<file path="config.mk">
export PLATFORM = sky130hd
export DESIGN_NAME = pcm_sample_format_converter
export DESIGN_NICKNAME = d
export VERILOG_FILES = /design/src/sv/pcmcvt_pkg.sv /design/src/sv/pcm_sample_format_converter.sv /design/src/sv/pcmcvt_cfg_regs.sv /design/src/sv/pcmcvt_convert.sv
export SDC_FILE = /design/constraint.sdc
export NUM_CORES = 1
export LEC_CHECK = 0
export ABC_CLOCK_PERIOD_IN_PS = 4000
export BUFFER_PORTS_ARGS = -buffer_cell sky130_fd_sc_hd__buf_2
export CORE_ASPECT_RATIO = 1.25
export CORE_MARGIN = 8
export CORE_UTILIZATION = 40
export CTS_CLUSTER_SIZE = 25
export DETAILED_ROUTE_END_ITERATION = 8
export GPL_ROUTABILITY_DRIVEN = 0
export PLACE_DENSITY_LB_ADDON = 0.1
export RECOVER_POWER = 50
export SYNTH_ARGS = -nofsm -noshare
export SYNTH_HDL_FRONTEND = slang
export SYNTH_HIERARCHICAL = 1
export SYNTH_SLANG_ARGS = --single-unit
</file>
<file path="constraint.sdc">
create_clock -name clk -period 4 [get_ports clk]
set_input_delay 0.4 -clock clk [delete_from_list [all_inputs] [get_ports clk]]
set_output_delay 0.4 -clock clk [all_outputs]
set_load 0.005 [all_outputs]
</file>
<file path="src/sv/pcmcvt_pkg.sv">
// ----------------------------------------------------------------------------
// pcmcvt_pkg
// Shared types, register codes and helpers of the PCM sample format converter.
// ----------------------------------------------------------------------------
package pcmcvt_pkg;

  localparam int unsigned WordWidth = 16;
  localparam int unsigned ByteWidth = 8;
  localparam int unsigned CfgIdxWidth = 3;

  // configuration register indexes
  typedef enum logic [CfgIdxWidth-1:0] {
    REG_SRC_IS_16BIT   = 3'd0,
    REG_SRC_IS_SIGNED  = 3'd1,
    REG_SRC_IS_SWAPPED = 3'd2,
    REG_SRC_IS_STEREO  = 3'd3,
    REG_DST_IS_16BIT   = 3'd4,
    REG_DST_IS_SIGNED  = 3'd5,
    REG_DST_IS_SWAPPED = 3'd6,
    REG_DST_IS_STEREO  = 3'd7
  } cfg_reg_t;

  typedef struct packed {
    logic src_is_16bit;
    logic src_is_signed;
    logic src_is_swapped;
    logic src_is_stereo;
    logic dst_is_16bit;
    logic dst_is_signed;
    logic dst_is_swapped;
    logic dst_is_stereo;
  } cfg_t;

  localparam cfg_t CfgReset = '{
    src_is_16bit:   1'b1,
    src_is_signed:  1'b1,
    src_is_swapped: 1'b0,
    src_is_stereo:  1'b1,
    dst_is_16bit:   1'b1,
    dst_is_signed:  1'b1,
    dst_is_swapped: 1'b0,
    dst_is_stereo:  1'b1
  };

  localparam logic [WordWidth-1:0] SignBit16 = 16'h8000;
  localparam logic [WordWidth-1:0] SignBit16Swapped = 16'h0080;
  localparam logic [ByteWidth-1:0] SignBit8 = 8'h80;

  typedef struct packed {
    logic [WordWidth-1:0] left_word;
    logic [WordWidth-1:0] right_word;
    logic                 end_of_block;
  } frame_t;

  function automatic logic [WordWidth-1:0] swap_bytes(input logic [WordWidth-1:0] w);
    return {w[ByteWidth-1:0], w[WordWidth-1:ByteWidth]};
  endfunction

endpackage

</file>
<file path="src/sv/pcm_sample_format_converter.sv">
// ----------------------------------------------------------------------------
// pcm_sample_format_converter
// Converts PCM frames between 8/16 bit, signed/unsigned, native/swapped and
// mono/stereo formats, one frame per clock.
// ----------------------------------------------------------------------------
//
//   channel  | handshake                 | payload
//   ---------+---------------------------+--------------------------------------
//   frame in | start, busy               | left_word, right_word, end_of_block
//   result   | done (one-cycle strobe)   | out_left, out_right, out_end_of_block
//   config   | cfg_valid, cfg_ready      | cfg_index, cfg_data
//
// A frame is taken on every cycle that start is high and busy is low; its
// result strobes on done after the input register, the combinational convert
// and the result register, so the sustained rate is one frame per clock.
// busy is set during reset and cleared at the first edge with rst low.
// The result side cannot stall.
//
module pcm_sample_format_converter (
  input  logic                                clk,
  input  logic                                rst,
  input  logic                                start,
  output logic                                busy,
  input  logic [pcmcvt_pkg::WordWidth-1:0]    left_word,
  input  logic [pcmcvt_pkg::WordWidth-1:0]    right_word,
  input  logic                                end_of_block,
  output logic                                done,
  output logic [pcmcvt_pkg::WordWidth-1:0]    out_left,
  output logic [pcmcvt_pkg::WordWidth-1:0]    out_right,
  output logic                                out_end_of_block,
  input  logic                                cfg_valid,
  output logic                                cfg_ready,
  input  logic [pcmcvt_pkg::CfgIdxWidth-1:0]  cfg_index,
  input  logic                                cfg_data
);

  pcmcvt_pkg::cfg_t                  cfg;
  pcmcvt_pkg::frame_t                frame;
  logic                              frame_valid;
  logic [pcmcvt_pkg::WordWidth-1:0]  conv_left;
  logic [pcmcvt_pkg::WordWidth-1:0]  conv_right;
  logic                              accept;

  assign cfg_ready = !busy;
  assign accept    = start && !busy;

  pcmcvt_cfg_regs u_cfg_regs (
    .clk      (clk),
    .rst      (rst),
    .wr_en    (cfg_valid && cfg_ready),
    .wr_index (cfg_index),
    .wr_data  (cfg_data),
    .cfg      (cfg)
  );

  always_ff @(posedge clk) begin
    if (rst) begin
      busy        <= 1'b1;
      frame_valid <= 1'b0;
      done        <= 1'b0;
    end else begin
      busy        <= 1'b0;
      frame_valid <= accept;
      done        <= frame_valid;
    end
  end

  // input register
  always_ff @(posedge clk) begin
    if (accept) begin
      frame.left_word    <= left_word;
      frame.right_word   <= right_word;
      frame.end_of_block <= end_of_block;
    end
  end

  pcmcvt_convert u_convert (
    .cfg        (cfg),
    .frame      (frame),
    .conv_left  (conv_left),
    .conv_right (conv_right)
  );

  // result register
  always_ff @(posedge clk) begin
    if (frame_valid) begin
      out_left         <= conv_left;
      out_right        <= conv_right;
      out_end_of_block <= frame.end_of_block;
    end
  end

  a_latency: assert property (@(posedge clk) disable iff (rst)
    accept |-> ##2 done)
    else $error("accepted frame did not produce a result two cycles later");

  a_mono_right_zero: assert property (@(posedge clk) disable iff (rst)
    (done && !$past(cfg.dst_is_stereo)) |-> (out_right == '0))
    else $error("mono result has a nonzero right sample");

  a_byte_high_zero: assert property (@(posedge clk) disable iff (rst)
    (done && !$past(cfg.dst_is_16bit)) |->
      (out_left[pcmcvt_pkg::WordWidth-1:pcmcvt_pkg::ByteWidth] == '0 &&
       out_right[pcmcvt_pkg::WordWidth-1:pcmcvt_pkg::ByteWidth] == '0))
    else $error("8-bit result has a nonzero high byte");

  a_reset_quiet: assert property (@(posedge clk)
    rst |=> (busy && !done))
    else $error("block not quiet after reset");

endmodule

</file>
<file path="src/sv/pcmcvt_cfg_regs.sv">
// ----------------------------------------------------------------------------
// pcmcvt_cfg_regs
// Format register bank, written one bit at a time over the config channel.
// ----------------------------------------------------------------------------
module pcmcvt_cfg_regs (
  input  logic                                clk,
  input  logic                                rst,
  input  logic                                wr_en,
  input  logic [pcmcvt_pkg::CfgIdxWidth-1:0]  wr_index,
  input  logic                                wr_data,
  output pcmcvt_pkg::cfg_t                    cfg
);

  pcmcvt_pkg::cfg_t cfg_next;

  always_comb begin
    cfg_next = cfg;
    if (wr_en) begin
      unique case (pcmcvt_pkg::cfg_reg_t'(wr_index))
        pcmcvt_pkg::REG_SRC_IS_16BIT:   cfg_next.src_is_16bit   = wr_data;
        pcmcvt_pkg::REG_SRC_IS_SIGNED:  cfg_next.src_is_signed  = wr_data;
        pcmcvt_pkg::REG_SRC_IS_SWAPPED: cfg_next.src_is_swapped = wr_data;
        pcmcvt_pkg::REG_SRC_IS_STEREO:  cfg_next.src_is_stereo  = wr_data;
        pcmcvt_pkg::REG_DST_IS_16BIT:   cfg_next.dst_is_16bit   = wr_data;
        pcmcvt_pkg::REG_DST_IS_SIGNED:  cfg_next.dst_is_signed  = wr_data;
        pcmcvt_pkg::REG_DST_IS_SWAPPED: cfg_next.dst_is_swapped = wr_data;
        pcmcvt_pkg::REG_DST_IS_STEREO:  cfg_next.dst_is_stereo  = wr_data;
        default: cfg_next = cfg;
      endcase
    end
  end

  always_ff @(posedge clk) begin
    if (rst) begin
      cfg <= pcmcvt_pkg::CfgReset;
    end else begin
      cfg <= cfg_next;
    end
  end

endmodule

</file>
<file path="src/sv/pcmcvt_convert.sv">
// ----------------------------------------------------------------------------
// pcmcvt_convert
// Combinational conversion of one frame: byte order, width, channel count
// and signedness.
// ----------------------------------------------------------------------------
module pcmcvt_convert (
  input  pcmcvt_pkg::cfg_t                   cfg,
  input  pcmcvt_pkg::frame_t                 frame,
  output logic [pcmcvt_pkg::WordWidth-1:0]   conv_left,
  output logic [pcmcvt_pkg::WordWidth-1:0]   conv_right
);

  logic                                to_mono;
  logic                                flip;
  logic [pcmcvt_pkg::WordWidth-1:0]    nat_l;
  logic [pcmcvt_pkg::WordWidth-1:0]    nat_r;
  logic [pcmcvt_pkg::WordWidth-1:0]    bias_l;
  logic [pcmcvt_pkg::WordWidth-1:0]    bias_r;
  logic [pcmcvt_pkg::WordWidth:0]      sum16;
  logic [pcmcvt_pkg::WordWidth-1:0]    avg16;
  logic [pcmcvt_pkg::WordWidth-1:0]    w16_l;
  logic [pcmcvt_pkg::WordWidth-1:0]    w16_r;
  logic [pcmcvt_pkg::WordWidth-1:0]    flip16;
  logic [pcmcvt_pkg::ByteWidth-1:0]    b_l;
  logic [pcmcvt_pkg::ByteWidth-1:0]    b_r;
  logic [pcmcvt_pkg::ByteWidth-1:0]    bb_l;
  logic [pcmcvt_pkg::ByteWidth-1:0]    bb_r;
  logic [pcmcvt_pkg::ByteWidth:0]      sum8;
  logic [pcmcvt_pkg::ByteWidth-1:0]    avg8;
  logic [pcmcvt_pkg::ByteWidth-1:0]    o8_l;
  logic [pcmcvt_pkg::ByteWidth-1:0]    o8_r;
  logic [pcmcvt_pkg::WordWidth-1:0]    w8_l;
  logic [pcmcvt_pkg::WordWidth-1:0]    w8_r;
  logic [pcmcvt_pkg::WordWidth-1:0]    pre_l;
  logic [pcmcvt_pkg::WordWidth-1:0]    pre_r;

  assign to_mono = cfg.src_is_stereo && !cfg.dst_is_stereo;
  assign flip    = cfg.src_is_signed != cfg.dst_is_signed;

  // 16 to 16 bit path
  always_comb begin
    nat_l  = cfg.src_is_swapped ? pcmcvt_pkg::swap_bytes(frame.left_word)  : frame.left_word;
    nat_r  = cfg.src_is_swapped ? pcmcvt_pkg::swap_bytes(frame.right_word) : frame.right_word;
    // signed halving sum done in offset binary
    bias_l = cfg.src_is_signed ? (nat_l ^ pcmcvt_pkg::SignBit16) : nat_l;
    bias_r = cfg.src_is_signed ? (nat_r ^ pcmcvt_pkg::SignBit16) : nat_r;
    sum16  = {1'b0, bias_l} + {1'b0, bias_r};
    avg16  = sum16[pcmcvt_pkg::WordWidth:1];
    if (cfg.src_is_signed) begin
      avg16 = avg16 ^ pcmcvt_pkg::SignBit16;
    end
    if (to_mono) begin
      w16_l = cfg.dst_is_swapped ? pcmcvt_pkg::swap_bytes(avg16) : avg16;
      w16_r = frame.right_word;
    end else if (cfg.src_is_swapped != cfg.dst_is_swapped) begin
      w16_l = pcmcvt_pkg::swap_bytes(frame.left_word);
      w16_r = pcmcvt_pkg::swap_bytes(frame.right_word);
    end else begin
      w16_l = frame.left_word;
      w16_r = frame.right_word;
    end
    flip16 = '0;
    if (flip) begin
      flip16 = cfg.dst_is_swapped ? pcmcvt_pkg::SignBit16Swapped : pcmcvt_pkg::SignBit16;
    end
    w16_l = w16_l ^ flip16;
    w16_r = w16_r ^ flip16;
  end

  // paths with an 8 bit side
  always_comb begin
    if (cfg.src_is_16bit && !cfg.src_is_swapped) begin
      b_l = frame.left_word[pcmcvt_pkg::WordWidth-1:pcmcvt_pkg::ByteWidth];
      b_r = frame.right_word[pcmcvt_pkg::WordWidth-1:pcmcvt_pkg::ByteWidth];
    end else begin
      b_l = frame.left_word[pcmcvt_pkg::ByteWidth-1:0];
      b_r = frame.right_word[pcmcvt_pkg::ByteWidth-1:0];
    end
    bb_l = cfg.src_is_signed ? (b_l ^ pcmcvt_pkg::SignBit8) : b_l;
    bb_r = cfg.src_is_signed ? (b_r ^ pcmcvt_pkg::SignBit8) : b_r;
    sum8 = {1'b0, bb_l} + {1'b0, bb_r};
    avg8 = sum8[pcmcvt_pkg::ByteWidth:1];
    if (cfg.src_is_signed) begin
      avg8 = avg8 ^ pcmcvt_pkg::SignBit8;
    end
    o8_l = to_mono ? avg8 : b_l;
    o8_r = b_r;
    if (flip) begin
      o8_l = o8_l ^ pcmcvt_pkg::SignBit8;
      o8_r = o8_r ^ pcmcvt_pkg::SignBit8;
    end
    // native 16 bit destination takes the byte in the high half
    if (cfg.dst_is_16bit && !cfg.dst_is_swapped) begin
      w8_l = {o8_l, {pcmcvt_pkg::ByteWidth{1'b0}}};
      w8_r = {o8_r, {pcmcvt_pkg::ByteWidth{1'b0}}};
    end else begin
      w8_l = {{pcmcvt_pkg::ByteWidth{1'b0}}, o8_l};
      w8_r = {{pcmcvt_pkg::ByteWidth{1'b0}}, o8_r};
    end
  end

  always_comb begin
    if (cfg.src_is_16bit && cfg.dst_is_16bit) begin
      pre_l = w16_l;
      pre_r = w16_r;
    end else begin
      pre_l = w8_l;
      pre_r = w8_r;
    end
    conv_left = pre_l;
    if (!cfg.dst_is_stereo) begin
      conv_right = '0;
    end else if (!cfg.src_is_stereo) begin
      conv_right = pre_l;
    end else begin
      conv_right = pre_r;
    end
  end

endmodule
</file>
==> run metrics <==
status complete, but fails checks; P_int 1.50 mW; Initial Util 0.406; failing checks capacitance limit, slew limit; Overall Global Routing Usage 0.214; Setup Skew around 0.0074 ns; Post-synth EDFFs 66; setup TNS 0 ns; hold path start right_word[10]; Die Footprint 0.0187 mm2; area of the multi-input gates 0.00340 mm2; DP Area 0.00637 mm2; Crit Path Class reg -> reg; CORE AREA approximately 0.014 mm2; Max Buffers Root-to-Sink 2; Worst setup SP type flop; power share of the clock group 0.370; Nets 730; Die Y 151 um; total CTS buffers 9; max-cap viol count 1; row count a little under 50; Clock Sink Count 77; Synth warnings 6; Clock transition at path regs 0.06 ns; sw frac 0.295; initial antenna violation count 0; #FFs+latches synth 77; Reg power frac 0.442; Mapped Nets around 670; layout overhead on the synthesized area 13.8%; largest net degree at the start of global routing 46; syn avg cell area between 9 and 10 um2; input/output buffers 76; post-synthesis cell area 0.00583 mm2; grt ovf 0; Synth cell types 70; leak pwr 2.51 nW; Sw Pwr between 0.6 and 0.7 mW; Critical Path RT 4.18 ns; fin crit period around 3.2 ns; DR vias ~5.4k; diode count 0; total wire length 19,600 um; Final setup viols 0; share of layout cells above drive strength 1 0.225; Arrival @ worst endpoint about 3.4 ns; CTS tree yes; die width approximately 120 um; async set-reset flop share out of synthesis 0; Reg2Reg Launch Point u_cfg_regs/cfg[5]; max frequency between 0.3 and 0.4 GHz; Post-DRT Antenna Nets 0; Residual DRC 0; Resized cells post-CTS 0; RSZ-0062 raised after global routing false; initial DRC count roughly 440; final instance area about 0.0066 mm2; cts-stage hold buffer count 0; Detailed Place HPWL ~14,000 um; peak supply drop about 230 uV; Critical path origin u_cfg_regs/cfg[5]; fill cell total of the finished layout about 1.4k; # Post-CTS Setup Buffers 0; Root Buffer clkbuf_16; most frequent cells in the layout buf_2 (69), edfxtp_1 (66), nand2_1 (60); Vias/cell around 6.3; Max-slew headroom -0.387; DRT Pass-1 Iters 5; PwrDens ~320 mW/mm2; Worst Setup End Kind flop; CP max FO 19; Tot Pwr about 2.1 mW; global-route wire length before repair about 30,000 um; Hold Vio Cnt, Final 0; Least-Margin Pin Slew approximately 2.1 ns; # H-tree levels 3; Main synth FF type edfxtp_1; IO Count 77; Post-Synthesis Cells around 600; FF/Latch Area about 0.0022 mm2; Comb pwr share 0.188; Final period util 0.804; clk_lat worst skew between 0.3 and 0.4 ns; worst hold path class in -> reg; register area share after synthesis 0.378; commonest non-fill, non-tap cell in the layout buf_2; vias in the first global route between 5k and 6k; fin. max-slew vios 35; Routed WL per cell between 20 and 25 um
## synthesized netlist by cell type, drive strengths merged (6+ instances only)
master   n  area [um2]
a211oi  15         113
a21o     8        60.1
a21oi   46         234
a221oi  10        87.6
a31oi   17         113
and2     6        37.5
buf     19         109
clkbuf  18        67.6
dfxtp   11         220
edfxtp  66        1980
ha      22         275
inv     13        48.8
mux2    41         462
mux2i   23         230
nand2   60         225
nand2b   7        51.3
nand3   12        60.1
nor2    37         139
nor2b    9        56.3
nor3    13        70.1
o21ai   40         204
xnor2   19         166
xor2    12         113
## cells by family after synthesis
logic type	share of synthesized area
XOR/XNOR	0.0479
flip-flops	0.378
adder cells (fa/ha/maj)	0.0541
buffers and inverters	0.0386
AND/OR/NAND/NOR	0.149
AO/OA/AOI/OAI	0.214
multiplexers	0.119
## through the flow
| stage | setup slack [ns] | hold slack, ns | util | cells |
|---|---|---|---|---|
| floorplan | 0.632 | 0.400 | - | 603 |
| global placement | 0.918 | 0.407 | 0.444 | 832 |
| detailed placement | 0.865 | 0.406 | 0.444 | 832 |
| CTS | 0.837 | 0.203 | 0.463 | 848 |
| global route | 0.612 | 0.207 | 0.462 | 848 |
| finish | 0.785 | 0.217 | 0.462 | 848 |
## cell type report
class                           count  share of cell area
Clock buffer                        9              0.0340
Clock inverter                      7             0.00868
Inverter                           13             0.00736
Multi-Input combinational cell    476               0.513
Sequential cell                    77               0.332
Tap cell                          178              0.0336
Timing Repair Buffer               88              0.0709
## power groups by stage
stage	Clock [mW]	Combinational (mW)	Sequential, mW
floorplan	0	0.273	0.947
global placement	0	0.386	0.959
detailed placement	0	0.392	0.959
CTS	0.812	0.394	0.941
global route	0.838	0.435	0.944
finish	0.787	0.401	0.942
## routing by layer
metal  up-vias  GRT usage  wire (um)
met5         -          0          0
met4         0      0.159       1200
met3        81     0.0317       1330
met2       260      0.373       9830
met1      2578      0.230       7290
li1       2445          -          -
## state kept, by name (all words and copies together) (netlist names)
signal / count
done: 1
frame_valid: 1
out_left: 16
out_right: 16
u_cfg_regs/cfg: 8
out_end_of_block: 1
frame: 33
busy: 1
## final timing paths
kind / end / slack [ns] / depth (start not counted)
worst max register to register: out_right[15] / 0.78 / 10
worst min-delay path: frame[11] / 0.22 / 1
worst max-delay path: out_right[15] / 0.78 / 10
worst min register to register: out_end_of_block / 0.42 / 0
## critical path, cell delays in order, from the launching register on
cell and delay, ns:
dfxtp_2 0.35, nand2b_4 0.30, mux2_2 0.42, ha_1 0.33
nor2b_1 0.15, o21a_1 0.20, o21ai_1 0.34, a2111oi_4 0.13
nor3_2 0.36, a311oi_1 0.16, a211oi_1 0.27
No activity file was read; power rests on OpenSTA's default activity.
